--- src/chhi_pkg.sv ---
// shared types, constants and the arctangent table for the compass heading block
// no dependencies
package chhi_pkg;

    localparam int ANGLE_FRAC = 20;
    localparam int TABLE_LEN  = 24;
    localparam int STEP_W     = 5;
    localparam int ATAN_W     = 27;
    localparam int X_W        = 36;
    localparam int Z_W        = 32;
    localparam int Q_DEPTH    = 2;
    localparam int Q_PTR_W    = 1;
    localparam int Q_CNT_W    = 2;

    typedef enum logic [1:0] {
        OP_CAL     = 2'd0,
        OP_LATCH   = 2'd1,
        OP_HEADING = 2'd2,
        OP_NONE    = 2'd3
    } op_t;

    typedef struct packed {
        logic               heading;
        logic signed [15:0] dx;
        logic signed [15:0] dy;
        logic signed [15:0] off_x;
        logic signed [15:0] off_y;
        logic signed [15:0] off_z;
    } chhi_item_t;

    // round(atan(2^-i) * 2^20) in degrees
    function automatic logic [ATAN_W-1:0] atan_deg(input logic [STEP_W-1:0] i);
        logic [ATAN_W-1:0] v;
        case (i)
            5'd0:    v = 27'd47185920;
            5'd1:    v = 27'd27855475;
            5'd2:    v = 27'd14718068;
            5'd3:    v = 27'd7471121;
            5'd4:    v = 27'd3750058;
            5'd5:    v = 27'd1876857;
            5'd6:    v = 27'd938658;
            5'd7:    v = 27'd469357;
            5'd8:    v = 27'd234682;
            5'd9:    v = 27'd117342;
            5'd10:   v = 27'd58671;
            5'd11:   v = 27'd29335;
            5'd12:   v = 27'd14668;
            5'd13:   v = 27'd7334;
            5'd14:   v = 27'd3667;
            5'd15:   v = 27'd1833;
            5'd16:   v = 27'd917;
            5'd17:   v = 27'd458;
            5'd18:   v = 27'd229;
            5'd19:   v = 27'd115;
            5'd20:   v = 27'd57;
            5'd21:   v = 27'd29;
            5'd22:   v = 27'd14;
            5'd23:   v = 27'd7;
            default: v = '0;
        endcase
        return v;
    endfunction

endpackage

--- src/chhi_front.sv ---
// front end: accepts items, tracks min/max and offsets, forms the queue entry
// depends on chhi_pkg
module chhi_front import chhi_pkg::*; (
    input  logic        aclk,
    input  logic        aresetn,
    input  logic        s_tvalid,
    output logic        s_tready,
    input  logic [47:0] s_tdata,   // raw_x, raw_y, raw_z
    input  logic [2:0]  s_tuser,   // operation, sample_ready
    input  logic        q_full,
    output logic        push,
    output chhi_item_t  push_item
);

    logic signed [15:0] max_reg  [3];
    logic signed [15:0] min_reg  [3];
    logic signed [15:0] off_reg  [3];
    logic signed [15:0] max_next [3];
    logic signed [15:0] min_next [3];
    logic signed [15:0] off_next [3];
    logic signed [15:0] smp      [3];
    logic signed [16:0] sum      [3];
    logic signed [16:0] half     [3];
    op_t                op;
    logic               rdy;

    assign s_tready = !q_full;
    assign push     = s_tvalid && s_tready;
    assign op       = op_t'(s_tuser[1:0]);
    assign rdy      = s_tuser[2];

    always_comb begin
        for (int a = 0; a < 3; a++) begin
            smp[a]      = rdy ? $signed(s_tdata[a*16 +: 16]) : 16'sd0;
            max_next[a] = max_reg[a];
            min_next[a] = min_reg[a];
            off_next[a] = off_reg[a];
            sum[a]      = {max_reg[a][15], max_reg[a]} + {min_reg[a][15], min_reg[a]};
            // halve, truncating toward zero
            half[a]     = sum[a][16] ? ((sum[a] + 17'sd1) >>> 1) : (sum[a] >>> 1);
            if (push && op == OP_CAL) begin
                if (smp[a] > max_reg[a]) max_next[a] = smp[a];
                if (smp[a] < min_reg[a]) min_next[a] = smp[a];
            end
            if (push && op == OP_LATCH) begin
                off_next[a] = half[a][15:0];
            end
        end
    end

    always_comb begin
        push_item.heading = (op == OP_HEADING);
        push_item.dx      = smp[0] - off_reg[0];
        push_item.dy      = smp[1] - off_reg[1];
        push_item.off_x   = off_next[0];
        push_item.off_y   = off_next[1];
        push_item.off_z   = off_next[2];
    end

    always_ff @(posedge aclk) begin
        if (!aresetn) begin
            for (int a = 0; a < 3; a++) begin
                max_reg[a] <= -16'sd32768;
                min_reg[a] <= 16'sd32767;
                off_reg[a] <= '0;
            end
        end else begin
            for (int a = 0; a < 3; a++) begin
                max_reg[a] <= max_next[a];
                min_reg[a] <= min_next[a];
                off_reg[a] <= off_next[a];
            end
        end
    end

endmodule

--- src/chhi_queue.sv ---
// short queue between the front end and the heading unit
// depends on chhi_pkg
module chhi_queue import chhi_pkg::*; (
    input  logic               aclk,
    input  logic               aresetn,
    input  logic               push,
    input  chhi_item_t         push_item,
    input  logic               pop,
    output logic               q_valid,
    output chhi_item_t         q_item,
    output logic               q_full,
    output logic [Q_CNT_W-1:0] q_count
);

    chhi_item_t         mem_reg [Q_DEPTH];
    logic [Q_PTR_W-1:0] wr_ptr_reg;
    logic [Q_PTR_W-1:0] rd_ptr_reg;
    logic [Q_CNT_W-1:0] count_reg;
    logic [Q_CNT_W-1:0] count_next;

    assign q_valid = (count_reg != '0);
    assign q_full  = (count_reg == Q_CNT_W'(Q_DEPTH));
    assign q_item  = mem_reg[rd_ptr_reg];
    assign q_count = count_reg;

    always_comb begin
        count_next = count_reg;
        if (push && !pop) count_next = count_reg + 1'b1;
        if (!push && pop) count_next = count_reg - 1'b1;
    end

    always_ff @(posedge aclk) begin
        if (push) mem_reg[wr_ptr_reg] <= push_item;
        if (!aresetn) begin
            wr_ptr_reg <= '0;
            rd_ptr_reg <= '0;
            count_reg  <= '0;
        end else begin
            if (push) wr_ptr_reg <= wr_ptr_reg + 1'b1;
            if (pop)  rd_ptr_reg <= rd_ptr_reg + 1'b1;
            count_reg <= count_next;
        end
    end

endmodule

--- src/chhi_back.sv ---
// back end: iterative cordic heading unit and output register
// depends on chhi_pkg
module chhi_back import chhi_pkg::*; #(
    parameter int CORDIC_STEPS      = 16,
    parameter int HEADING_FRAC_BITS = 7
) (
    input  logic        aclk,
    input  logic        aresetn,
    input  logic        q_valid,
    input  chhi_item_t  q_item,
    output logic        pop,
    output logic        m_tvalid,
    input  logic        m_tready,
    output logic [63:0] m_tdata    // heading_deg, offset_x_out, offset_y_out, offset_z_out
);

    localparam int NSTEPS = (CORDIC_STEPS < TABLE_LEN) ? CORDIC_STEPS : TABLE_LEN;
    localparam int SH     = ANGLE_FRAC - HEADING_FRAC_BITS;
    localparam logic [STEP_W-1:0] LAST = STEP_W'(NSTEPS - 1);
    localparam logic [Z_W-1:0]    HALF = Z_W'(1 << (SH - 1));
    localparam logic [Z_W-1:0]    FULL = Z_W'(360 << ANGLE_FRAC);
    localparam logic [Z_W-1:0]    LIM  = Z_W'(360 << HEADING_FRAC_BITS);
    localparam logic [Z_W-1:0]    HALF_TURN = Z_W'(180 << ANGLE_FRAC);

    typedef enum logic [1:0] {S_IDLE, S_ROT, S_DONE} state_t;

    state_t                state_reg;
    logic [STEP_W-1:0]     step_reg;
    logic signed [X_W-1:0] x_reg;
    logic signed [X_W-1:0] y_reg;
    logic signed [Z_W-1:0] z_reg;
    logic [47:0]           offs_reg;
    logic                  m_tvalid_reg;
    logic [63:0]           m_tdata_reg;

    logic                  out_free;
    logic                  out_load;
    logic                  zero_vec;
    logic signed [X_W-1:0] x0;
    logic signed [X_W-1:0] y0;
    logic signed [X_W-1:0] xs;
    logic signed [X_W-1:0] ys;
    logic signed [Z_W-1:0] ang;
    logic [Z_W-1:0]        zp;
    logic [Z_W-1:0]        r;
    logic [Z_W-1:0]        rw;

    assign out_free = !m_tvalid_reg || m_tready;
    assign pop      = (state_reg == S_IDLE) && q_valid && out_free;
    assign m_tvalid = m_tvalid_reg;
    assign m_tdata  = m_tdata_reg;

    assign zero_vec = (q_item.dx == '0) && (q_item.dy == '0);
    assign out_load = (pop && !(q_item.heading && !zero_vec))
                   || ((state_reg == S_DONE) && out_free);
    assign x0 = $signed({{(X_W-32){q_item.dx[15]}}, q_item.dx, 16'h0000});
    assign y0 = $signed({{(X_W-32){q_item.dy[15]}}, q_item.dy, 16'h0000});

    assign xs  = x_reg >>> step_reg;
    assign ys  = y_reg >>> step_reg;
    assign ang = $signed(Z_W'(atan_deg(step_reg)));

    // wrap into a full turn, round half up, fold 360 to 0
    assign zp = z_reg[Z_W-1] ? (z_reg + FULL) : z_reg;
    assign r  = (zp + HALF) >> SH;
    assign rw = (r >= LIM) ? (r - LIM) : r;

    always_ff @(posedge aclk) begin
        if (!aresetn) begin
            state_reg    <= S_IDLE;
            step_reg     <= '0;
            m_tvalid_reg <= 1'b0;
        end else begin
            m_tvalid_reg <= out_load || (m_tvalid_reg && !m_tready);
            case (state_reg)
                S_IDLE: begin
                    if (pop) begin
                        offs_reg <= {q_item.off_z, q_item.off_y, q_item.off_x};
                        if (q_item.heading && !zero_vec) begin
                            step_reg  <= '0;
                            state_reg <= S_ROT;
                            if (q_item.dx[15]) begin
                                x_reg <= -x0;
                                y_reg <= -y0;
                                z_reg <= $signed(HALF_TURN);
                            end else begin
                                x_reg <= x0;
                                y_reg <= y0;
                                z_reg <= '0;
                            end
                        end else begin
                            m_tdata_reg  <= {q_item.off_z, q_item.off_y, q_item.off_x, 16'h0000};
                        end
                    end
                end
                S_ROT: begin
                    if (y_reg > 0) begin
                        x_reg <= x_reg + ys;
                        y_reg <= y_reg - xs;
                        z_reg <= z_reg + ang;
                    end else begin
                        x_reg <= x_reg - ys;
                        y_reg <= y_reg + xs;
                        z_reg <= z_reg - ang;
                    end
                    step_reg <= step_reg + 1'b1;
                    if (step_reg == LAST) state_reg <= S_DONE;
                end
                S_DONE: begin
                    if (out_free) begin
                        m_tdata_reg  <= {offs_reg, rw[15:0]};
                        state_reg    <= S_IDLE;
                    end
                end
                default: state_reg <= S_IDLE;
            endcase
        end
    end

endmodule

--- src/compass_heading_hard_iron_calibrated_unit.sv ---
// compass heading with hard-iron calibration, top level
// calibrate, latch and other items: queue, then output register; one item per cycle while
// the output is not stalled and no heading is being rotated; heading items: queue, the steps
// of the single iterative cordic rotator, then output register; the rotator takes one item at a time
// reset: min/max to their extremes, offsets zero, queue and output empty
// depends on chhi_pkg, chhi_front, chhi_queue, chhi_back
module compass_heading_hard_iron_calibrated_unit import chhi_pkg::*; #(
    parameter int CORDIC_STEPS      = 16,
    parameter int HEADING_FRAC_BITS = 7
) (
    input  logic        aclk,
    input  logic        aresetn,
    input  logic        s_tvalid,
    output logic        s_tready,
    input  logic [47:0] s_tdata,   // raw_x, raw_y, raw_z
    input  logic [2:0]  s_tuser,   // operation, sample_ready
    output logic        m_tvalid,
    input  logic        m_tready,
    output logic [63:0] m_tdata    // heading_deg, offset_x_out, offset_y_out, offset_z_out
);

    logic               push;
    chhi_item_t         push_item;
    logic               pop;
    logic               q_valid;
    chhi_item_t         q_item;
    logic               q_full;
    logic [Q_CNT_W-1:0] q_count;

    chhi_front u_front (
        .aclk      (aclk),
        .aresetn   (aresetn),
        .s_tvalid  (s_tvalid),
        .s_tready  (s_tready),
        .s_tdata   (s_tdata),
        .s_tuser   (s_tuser),
        .q_full    (q_full),
        .push      (push),
        .push_item (push_item)
    );

    chhi_queue u_queue (
        .aclk      (aclk),
        .aresetn   (aresetn),
        .push      (push),
        .push_item (push_item),
        .pop       (pop),
        .q_valid   (q_valid),
        .q_item    (q_item),
        .q_full    (q_full),
        .q_count   (q_count)
    );

    chhi_back #(
        .CORDIC_STEPS      (CORDIC_STEPS),
        .HEADING_FRAC_BITS (HEADING_FRAC_BITS)
    ) u_back (
        .aclk     (aclk),
        .aresetn  (aresetn),
        .q_valid  (q_valid),
        .q_item   (q_item),
        .pop      (pop),
        .m_tvalid (m_tvalid),
        .m_tready (m_tready),
        .m_tdata  (m_tdata)
    );

    a_queue_bound: assert property (@(posedge aclk) disable iff (!aresetn)
        q_count <= Q_CNT_W'(Q_DEPTH))
        else $error("queue count beyond depth");

    a_heading_range: assert property (@(posedge aclk) disable iff (!aresetn)
        m_tvalid |-> ({16'h0000, m_tdata[15:0]} < 32'(360 << HEADING_FRAC_BITS)))
        else $error("heading beyond a full turn");

    a_reset_empty: assert property (@(posedge aclk)
        !aresetn |=> (q_count == '0) && !m_tvalid)
        else $error("queue or output not empty after reset");

    a_pop_has_item: assert property (@(posedge aclk) disable iff (!aresetn)
        pop |-> q_valid && !$isunknown(q_item.heading))
        else $error("pop from empty queue");

endmodule

--- config.mk ---
export PLATFORM = sky130hd
export DESIGN_NAME = compass_heading_hard_iron_calibrated_unit
export DESIGN_NICKNAME = d
export VERILOG_FILES = /design/src/chhi_pkg.sv /design/src/chhi_front.sv /design/src/chhi_queue.sv /design/src/chhi_back.sv /design/src/compass_heading_hard_iron_calibrated_unit.sv
export SDC_FILE = /design/constraint.sdc
export NUM_CORES = 2
export LEC_CHECK = 0
export BUFFER_PORTS_ARGS = -buffer_cell sky130_fd_sc_hd__clkbuf_2
export CORE_ASPECT_RATIO = 0.6
export CORE_MARGIN = 8
export CORE_UTILIZATION = 66
export CTS_BUF_LIST = sky130_fd_sc_hd__clkbuf_4 sky130_fd_sc_hd__clkbuf_8
export CTS_CLUSTER_SIZE = 16
export DETAILED_ROUTE_END_ITERATION = 10
export PLACE_DENSITY = 0.89
export SLEW_MARGIN = 20
export SYNTH_ARGS = -nofsm -noshare
export SYNTH_HDL_FRONTEND = slang
export SYNTH_SLANG_ARGS = --single-unit
--- constraint.sdc ---
create_clock -name aclk -period 14.37 [get_ports aclk]
set_input_delay 2.1555 -clock aclk [delete_from_list [all_inputs] [get_ports aclk]]
set_output_delay 2.1555 -clock aclk [all_outputs]
set_load 0.005 [all_outputs]
==> reports/qor.yml <==
postPlaceCellArea_um2: 43100
drt_wl_total_um: 138000
setup_viol: 0
hold_viol: 0
pin_count: 121
path_cells: "buf_4 > inv_2 > mux2i_1 > nor2_1 > a211oi_1 > nand3b_1 > nor4b_2 > nand3_1 > o31ai_1 > xor2_1 > ha_1 > and3_1 > and4_1 > a41o_1 > a221oi_1 > a21boi_0 > o31a_1 > o211a_1 > o21a_1 > or3_1 > a31o_2"
yosysWarnings: 0
cpPeakStageDelay_ps: 800
arrival_ps: 8780
syn_inst: 4480
final_common_cell: "nor2_1"
globalRouteOverflowTotal: 0
drive_gt1_share_pct: 12.4
port_buffers: 120
grt_pass1_vias: 34800
coreArea_um2: 62700
post-cts-setup-buffers: 0
area_growth_syn_to_layout_pct: 7.53
fin_util_pct: 71.7
via_per_inst: 6.92
grt_max_degree: 83
clkTransAtPathRegs_ps: 70
cp_slowest_cell: "dfxtp_4"
power_density_nw_per_um2: 191
cts_sinks: 561
ant_nets: 0
slew_headroom_pct: 15.0
worstSetupEndpointType: "register"
clock_latency_ps: 740
post_cts_resized: 0
worstPathMaxFanout: 55
synth_fp_nets: 4839
final_cell_mix: "nor2_1, edfxtp_1, nand2_1"
hp-class: "reg -> reg"
initial_core_util_pct: 66.7
vias: 37600
async_reset_ff_share_pct: 0
drtIter0Drc: 5939
ctsHoldBuffers: 0
synth_flop_cell: "edfxtp_1"
syn_avg_cell_area_um2: 9.34
fin_crit_sh_pct: 57.8
htreeDepth: 3
place.gp.congestion: 1.09
clockBufferDepth: 3
synth_area_leaders: "edfxtp_1, ha_1, dfxtp_1"
finalSetupTns_ps: 0
synth_cell_types: 97
nets: 4882
worstSetupStartpointType: "register"
synth-edff-count: 378
dieArea_um2: 72000
cp.required_ps: 14850
status: "finished, final reports clean"
grt_setup_unrepaired: "no"
clock.fmax_ghz: 0.120
core.rowCount: 71
p_leak_nw: 18.1
grt_pass1_wl_um: 209000
final_cell_area_um2: 45000
tritoncts: "built"
chipHeight_um: 211
cts-root-buf: "clkbuf_8"
synth-seq-cells: 561
firstDrtPassIters: 9
tightest_slew_ps: 1270
numCtsBuffers: 84
yosys.area.top_type_share_pct: 27.1
grtUsageTotal_pct: 36.8
drcViolationCount: 0
vdd_drop_max_uv: 165
drv_slew: 0
finalPower_mw: 8.60
dpl.hpwl_um: 100000
largest_register_ffs: 162
drv_cap: 0
critical_path_class: "reg -> reg"
synth_seq_area_share_pct: 35.9
wire_per_inst_um: 25.4
fp.dieW_um: 341
antenna_found_initial: 6
yosysTopAreaCell: "edfxtp_1"
final.min_clock_period_ps: 8300
skew_ps: 44.9
syn-cell-area_um2: 41800
==> critical path: cells and delay by family (launching register included) <==
family | cells | cell delay (ps)
AOI/OAI and AO/OA | 9 | 2690
xor gates and xnor gates | 1 | 190
adders and majority gates | 1 | 310
buffers and inverters | 2 | 1280
DFF | 1 | 800
muxes | 1 | 610
and+or+nand+nor | 7 | 2070
==> layer usage <==
layer | part of all wire [%] | global-route usage, %
met2 | 39 | 49.2
met4 | 2.7 | 9.31
met5 | 0.077 | 1.01
met3 | 18 | 17.6
met1 | 41 | 52.7
==> area by class of cell <==
cell class	count	area, µm²
diodes	10	25.0
clock buffers	127	1570
clock inverters	29	308
fillers	4410	17700
inverters	231	867
multi-input cells	3482	25200
flip-flops and latches	561	15000
well taps	839	1050
repair buffers	163	925
==> power breakdown <==
group	total, mW	switching, mW	internal, mW	leakage, nW
Sequential	2.42	0.272	2.15	5.05
Combinational	4.69	2.93	1.76	12.1
Clock	1.48	0.713	0.771	0.996
Total	8.60	3.91	4.68	18.1
==> path summary, 6_finish.rpt <==
kind / cells past startpoint / from / end / slack (ps)
setup / recovery: 21 / u_back.step_reg[0] / u_back.x_reg[27] / 6070
hold / removal: 2 / u_queue.rd_ptr_reg / u_queue.rd_ptr_reg / 520
setup reg to reg: 21 / u_back.step_reg[0] / u_back.x_reg[27] / 6070
hold reg to reg: 2 / u_queue.rd_ptr_reg / u_queue.rd_ptr_reg / 520
==> cell families (layout without fill, tap and decap cells) <==
logic type / count (synthesis) / in the layout / synth area share, %
xor gates and xnor gates: 308 / 308 / 6.45
buffers and inverters: 437 / 550 / 4.15
DFF: 561 / 561 / 35.9
muxes: 340 / 340 / 10.9
and+or+nand+nor: 1470 / 1470 / 16.7
other: 0 / 10 / 0
adders and majority gates: 304 / 304 / 9.23
AOI/OAI and AO/OA: 1060 / 1060 / 16.6
==> synth_stat cells, types with 14 or more instances <==
| master | number |
|---|---|
| a211oi_1 | 53 |
| a21boi_0 | 17 |
| a21o_1 | 85 |
| a21oi_1 | 268 |
| a221oi_1 | 14 |
| a31oi_1 | 39 |
| and2_1 | 100 |
| and3_1 | 27 |
| buf_1 | 32 |
| buf_2 | 18 |
| clkbuf_1 | 140 |
| dfxtp_1 | 183 |
| edfxtp_1 | 378 |
| ha_1 | 296 |
| inv_1 | 227 |
| mux2_2 | 87 |
| mux2i_1 | 166 |
| mux4_2 | 83 |
| nand2_1 | 303 |
| nand2b_1 | 45 |
| nand3_1 | 99 |
| nand4_1 | 36 |
| nor2_1 | 552 |
| nor2b_1 | 44 |
| nor3_1 | 101 |
| nor3b_1 | 26 |
| nor4_1 | 35 |
| o2111ai_1 | 14 |
| o211ai_1 | 70 |
| o21a_1 | 47 |
| o21ai_0 | 222 |
| o21bai_1 | 18 |
| o22ai_1 | 23 |
| o31ai_1 | 29 |
| or2_2 | 18 |
| or3_1 | 27 |
| xnor2_1 | 181 |
| xor2_1 | 127 |
==> metrics by stage <==
stage          setup WS, ps  cells  hold WS [ps]
3_3_place_gp           6620   5275           481
5_1_grt                5700   5433           551
3_5_place_dp           6440   5275           499
2_1_floorplan          6030   4480           466
4_1_cts                6410   5431           519
6_report               6070   5442           519
Power figures use the tool's default switching activity.
